--- src/rrr_isqrt.sv ---
// Pipelined integer square root, one root bit per stage.
module rrr_isqrt #(
  parameter int unsigned IN_W = 58
) (
  input  logic                    clk_i,
  input  logic                    en_i,
  input  logic [IN_W-1:0]         v_i,
  output logic [(IN_W+1)/2-1:0]   root_o
);

  localparam int unsigned RW = (IN_W + 1) / 2;
  localparam int unsigned REM_W = RW + 3;

  logic [REM_W-1:0] rem_s [RW+1];
  logic [RW-1:0]    r_s   [RW+1];
  logic [2*RW-1:0]  v_s   [RW+1];

  assign rem_s[0] = '0;
  assign r_s[0]   = '0;
  assign v_s[0]   = (2*RW)'(v_i);

  for (genvar k = 0; k < RW; k++) begin : g_stage
    logic [REM_W-1:0] rem_t;
    logic [REM_W-1:0] trial;
    logic [REM_W-1:0] rem_d, rem_q;
    logic [RW-1:0]    r_d, r_q;
    logic [2*RW-1:0]  v_q;

    always_comb begin
      rem_t = {rem_s[k][REM_W-3:0], v_s[k][2*RW-1 -: 2]};
      trial = REM_W'({r_s[k], 2'b01});
      if (rem_t >= trial) begin
        rem_d = rem_t - trial;
        r_d   = {r_s[k][RW-2:0], 1'b1};
      end else begin
        rem_d = rem_t;
        r_d   = {r_s[k][RW-2:0], 1'b0};
      end
    end

    always_ff @(posedge clk_i) begin
      if (en_i) begin
        rem_q <= rem_d;
        r_q   <= r_d;
        v_q   <= {v_s[k][2*RW-3:0], 2'b00};
      end
    end

    assign rem_s[k+1] = rem_q;
    assign r_s[k+1]   = r_q;
    assign v_s[k+1]   = v_q;
  end

  assign root_o = r_s[RW];

endmodule

--- config.mk ---
export PLATFORM = sky130hd
export DESIGN_NAME = rrr_isqrt
export DESIGN_NICKNAME = d
export VERILOG_FILES = /design/src/rrr_isqrt.sv
export SDC_FILE = /design/constraint.sdc
export NUM_CORES = 2
export LEC_CHECK = 0
export BUFFER_PORTS_ARGS = -buffer_cell sky130_fd_sc_hd__buf_2
export CAP_MARGIN = 20
export CELL_PAD_IN_SITES_DETAIL_PLACEMENT = 1
export CELL_PAD_IN_SITES_GLOBAL_PLACEMENT = 2
export CORE_MARGIN = 2
export CORE_UTILIZATION = 35
export CTS_BUF_LIST = sky130_fd_sc_hd__clkbuf_4 sky130_fd_sc_hd__clkbuf_8
export DETAILED_ROUTE_END_ITERATION = 8
export PLACE_DENSITY = 0.74
export SKIP_CTS_REPAIR_TIMING = 1
export SLEW_MARGIN = 10
export SYNTH_ARGS = -nofsm -noshare
export SYNTH_HDL_FRONTEND = slang
export SYNTH_SLANG_ARGS = --single-unit
export TNS_END_PERCENT = 20
--- constraint.sdc ---
create_clock -name clk_i -period 3.2 [get_ports clk_i]
set_input_delay 0.16 -clock clk_i [delete_from_list [all_inputs] [get_ports clk_i]]
set_output_delay 0.16 -clock clk_i [all_outputs]
set_load 0.02 [all_outputs]
### After elaboration in Yosys (flattened, before gate mapping)

Cells that the tools add are included.

* register bits: 2060
* input port bits: 60
* word-level logic and storage cells: 200

* add/subtract/negate cells: 28
* magnitude comparators: 29
* multiplexer cells: 57

Operator list (number)
* $mux W30: 27
* $ge A32 B10 Y1: 1
* $ge A32 B11 Y1: 1
* $ge A32 B12 Y1: 1
* $ge A32 B13 Y1: 1
* $ge A32 B14 Y1: 1
* $ge A32 B15 Y1: 1
* $ge A32 B16 Y1: 1
* $ge A32 B17 Y1: 1
* $ge A32 B18 Y1: 1
* $ge A32 B19 Y1: 1
* $ge A32 B20 Y1: 1
* $ge A32 B21 Y1: 1
* $ge A32 B22 Y1: 1
* $ge A32 B23 Y1: 1
* $ge A32 B24 Y1: 1
* $ge A32 B25 Y1: 1
* $ge A32 B26 Y1: 1
* $ge A32 B27 Y1: 1
* $ge A32 B28 Y1: 1
* $ge A32 B29 Y1: 1
* $ge A32 B3 Y1: 1
* $ge A32 B30 Y1: 1
* $ge A32 B4 Y1: 1
* other kinds (36): 64

### Longest topological paths before layout

* depth after elaboration: 2
* mapped depth: 14

### Worst setup path after synthesis

OpenSTA, ideal clock, no wires.

* path type: register to register
* from: register g_stage[26].rem_q[0]
* to: register g_stage[27].rem_q[0], data pin
* data required time: 2.935 ns
* cell stages (with the launch flop): 12
* path buffers: 2
* arrival: 3.149 ns
* slack: -0.214 ns
* setup time: 0.265 ns
* path through: edfxtp_1 ha_1 nor2b_1 o31a_1 o32a_1 a221o_1 o311a_1 nor4b_1 nor2_1 buf_2 buf_1 xnor2_1

* word-level cells in the longest chain between the ends: 2

RTL lines
* start, declared: line 25 `logic [REM_W-1:0] rem_d, rem_q;`
* start signal, assigned: line 43 `rem_q <= rem_d;`
* $ge A32 B29 Y1: line 32 `if (rem_t >= trial) begin`
* $mux W30: line 32
* net g_stage[27].rem_d[0]: line 25
* end signal, assigned: line 43
* end, declared: line 25

The timed path passes the listed nets, and every way through them passes these cells.
A chain may end at the register's enable or synchronous reset.

### Worst setup path after layout

* from: register g_stage[26].rem_q[0]
* to: register g_stage[27].rem_q[15], data pin

* word-level cells in the longest chain between the ends: 2
* elaborated cells between the ends (all ways): 3
* classes of those cells: add/sub (1); order compare (1); mux (1)

RTL lines (line)
* $sub A30 B29 Y30 / $ge A32 B29 Y1 (equally long branches): 33, 32
* $mux W30 *: 32
* net g_stage[27].rem_d[15]: 25

The timed path passes the listed nets; every way through them passes the cells marked *.

==> flow_summary.yaml <==
worst_setup_path:
  critPathKind: "flop to flop"
  worstPathMaxFanout: 11
  cp_cell_sequence: "ha_4 -> nor2b_4 -> o31a_1 -> o32a_1 -> a221o_1 -> o311a_1 -> nor4b_2 -> buf_4 -> nor2_2 -> mux2_2"
  cp-start-kind: "flop"
  arrival_ns: 4.12
  required_ns: 3.95
  cp-end-kind: "flop"
  slowest_delay_ns: 0.44
  worst_path_max_delay_cell: "edfxtp_1"
detailed_routing:
  vias_per_cell: 4.892
  first_pass_iters: 7
  drc: 0
  wl_per_cell_microns: 17.92
  drt_iter0_drc: 2638
  ant_nets: 0
  wl_microns: 218900
  dr_total_vias: 59740
yosys:
  synth_fp_nets: 7800
  async_reset_ff_frac: 0
  synth_warnings: 0
  synth_area_sq_mm: 0.09493
  synthCells: 7274
  synth_edf_count: 2045
  avgSynthCellArea_sq_um: 13.05
  ys_types: 87
  ys_ff_latch: 2045
  synth_seq_area_share: 0.6469
  synth-main-ff-cell: "edfxtp_1"
placement:
  routabilityCongestion: 0.8784
  dpl.cell_count: 11390
  port_buffers: 88
  dp_hpwl_microns: 158400
floorplan:
  die_width_microns: 524.8
  io_pins: 89
  core_sq_mm: 0.2703
  core.rowCount: 191
  die_area_sq_mm: 0.2754
  start_util: 0.3512
  dieHeight_microns: 524.8
grt:
  antenna_found_initial: 2
  overflow: 0
  grt_pass1_vias: 63300
  grt_first_pass_wirelength_microns: 342300
  grt_usage: 0.1526
  grt_max_degree: 103
timing:
  period_needed_ns: 3.373
  slew_viol_final: 0
  rsz0062_at_grt: "true"
  slew_headroom: 0.4015
  timing.final.hold_violations: 0
  setup_viol: 32
  min_period_over_period: 1.054
  fmax_mhz: 296.5
  finClkSkew_ns: 0.1094
  worstMarginPinSlew_ns: 0.8883
  fin_ws_ns: -0.1727
cts:
  cts-root-buf: "clkbuf_8"
  clock_sink_count: 2045
  clk_latency_ns: 1.03
  ctsLongestPathBuffers: 4
  cts_tree: "built"
  clk_pin_slew_ns: 0.06
  cts_buffers: 356
  htree_levels: 5
power_and_ir_drop:
  power_leakage_nw: 44.65
  p_per_area_mw_per_mm2: 685.1
  peakVddDrop_v: 0.0004293
outcome:
  outcome: "finished, violations left"
  violations: "setup timing"
final_layout:
  most-common-layout-cells: "2045 x edfxtp_1, 589 x buf_4, 563 x inv_1, 470 x nand2_1, 460 x a21oi_1"
  area_growth_pct: 20.88
  post_layout_nonfiller_instances: 12210
  layout.nets: 8876
  final_common_cell: "edfxtp_1"
  drive_above_1_share: 0.1958
  utilization: 0.4246
worst_hold_path:
  hp-class: "input port to flop"
run:
  drv_cap: 0
[power breakdown]
group | leakage [nW] | switching (W) | internal [W]
Sequential | 19.7 | 0.00232 | 0.0339
Combinational | 21.2 | 0.00969 | 0.00823
Clock | 3.82 | 0.0110 | 0.0135
[kinds of logic (layout without fill, tap and decap cells)]
group / Yosys count / after routing / share of synthesized area
adders and majority gates: 466 / 466 / 0.06142
other: 1 / 8 / 0.00003950
muxes: 100 / 100 / 0.01174
buffers and inverters: 707 / 2067 / 0.02802
AOI/OAI and AO/OA: 1448 / 1448 / 0.09421
and+or+nand+nor: 1836 / 1838 / 0.09582
xor gates and xnor gates: 671 / 671 / 0.06190
DFF: 2045 / 2045 / 0.6469
[critical path: cells and delay by family, from the launching register on]
kind	cells	cell delay, ns
AOI/OAI and AO/OA	4	1.33
and+or+nand+nor	3	0.52
DFF	1	0.44
muxes	1	0.35
adders and majority gates	1	0.27
buffers and inverters	1	0.19
[state kept, by name, summed over array words and instances (netlist names)]
name	cells
g_stage.r_q	406
g_stage.rem_q	798
root_o	29
g_stage.v_q	812
[path summary, 6_finish.rpt]
path | cells after the start | endpoint | slack [ns] | from
setup reg to reg | 10 | g_stage[27].rem_q[15] | -0.17 | g_stage[26].rem_q[0]
hold / removal | 2 | g_stage[0].v_q[24] | 0.31 | en_i
hold reg to reg | 0 | g_stage[20].v_q[46] | 0.36 | g_stage[19].v_q[44]
setup / recovery | 10 | g_stage[27].rem_q[15] | -0.17 | g_stage[26].rem_q[0]
[cells in the mapped netlist, types with 69 or more instances]
cell | count | area share
nor3_1 | 184 | 0.0097
nand2b_1 | 80 | 0.0053
xor2_1 | 340 | 0.031
nor2_1 | 443 | 0.018
edfxtp_1 | 2045 | 0.65
or3_1 | 76 | 0.0050
nor4_1 | 89 | 0.0059
nand3_1 | 126 | 0.0066
o21a_1 | 87 | 0.0069
nand4_1 | 69 | 0.0045
clkbuf_1 | 124 | 0.0049
nand2_1 | 473 | 0.019
o21ai_0 | 353 | 0.019
mux2_2 | 90 | 0.011
a21oi_1 | 484 | 0.026
xnor2_1 | 331 | 0.031
a21o_1 | 176 | 0.014
inv_1 | 568 | 0.022
ha_1 | 466 | 0.061
[cell type report]
type | count | area, sq um
clock inverter | 195 | 1647
fill | 28350 | 155500
sequential | 2045 | 61410
multi-input combinational | 4524 | 32370
tap | 3570 | 4467
antenna | 7 | 17.52
clock buffer | 449 | 5604
timing repair buffer | 852 | 7103
inverter | 571 | 2143
[layer usage]
metal	share of wire	track usage
met5	0	0
met4	0.037	0.05916
met3	0.034	0.02657
met2	0.52	0.2770
met1	0.41	0.1781
[metrics by stage]
stage	TNS [ns]	hold WS (ns)	cell area [sq um]	power (W)	setup slack, ns
after floorplan	-0.008868	0.2589	94970	0.04691	-0.005306
after global placement	-8.171	0.3371	104400	0.05323	-0.3617
after detailed placement	-15.19	0.3384	104400	0.05374	-0.4369
after CTS	-26.16	-0.8576	111700	0.07882	-0.5020
after global routing	-9.104	0.2381	114800	0.08311	-0.2646
final	-3.171	0.3090	114800	0.07862	-0.1727
(Power assumes the default switching activity.)
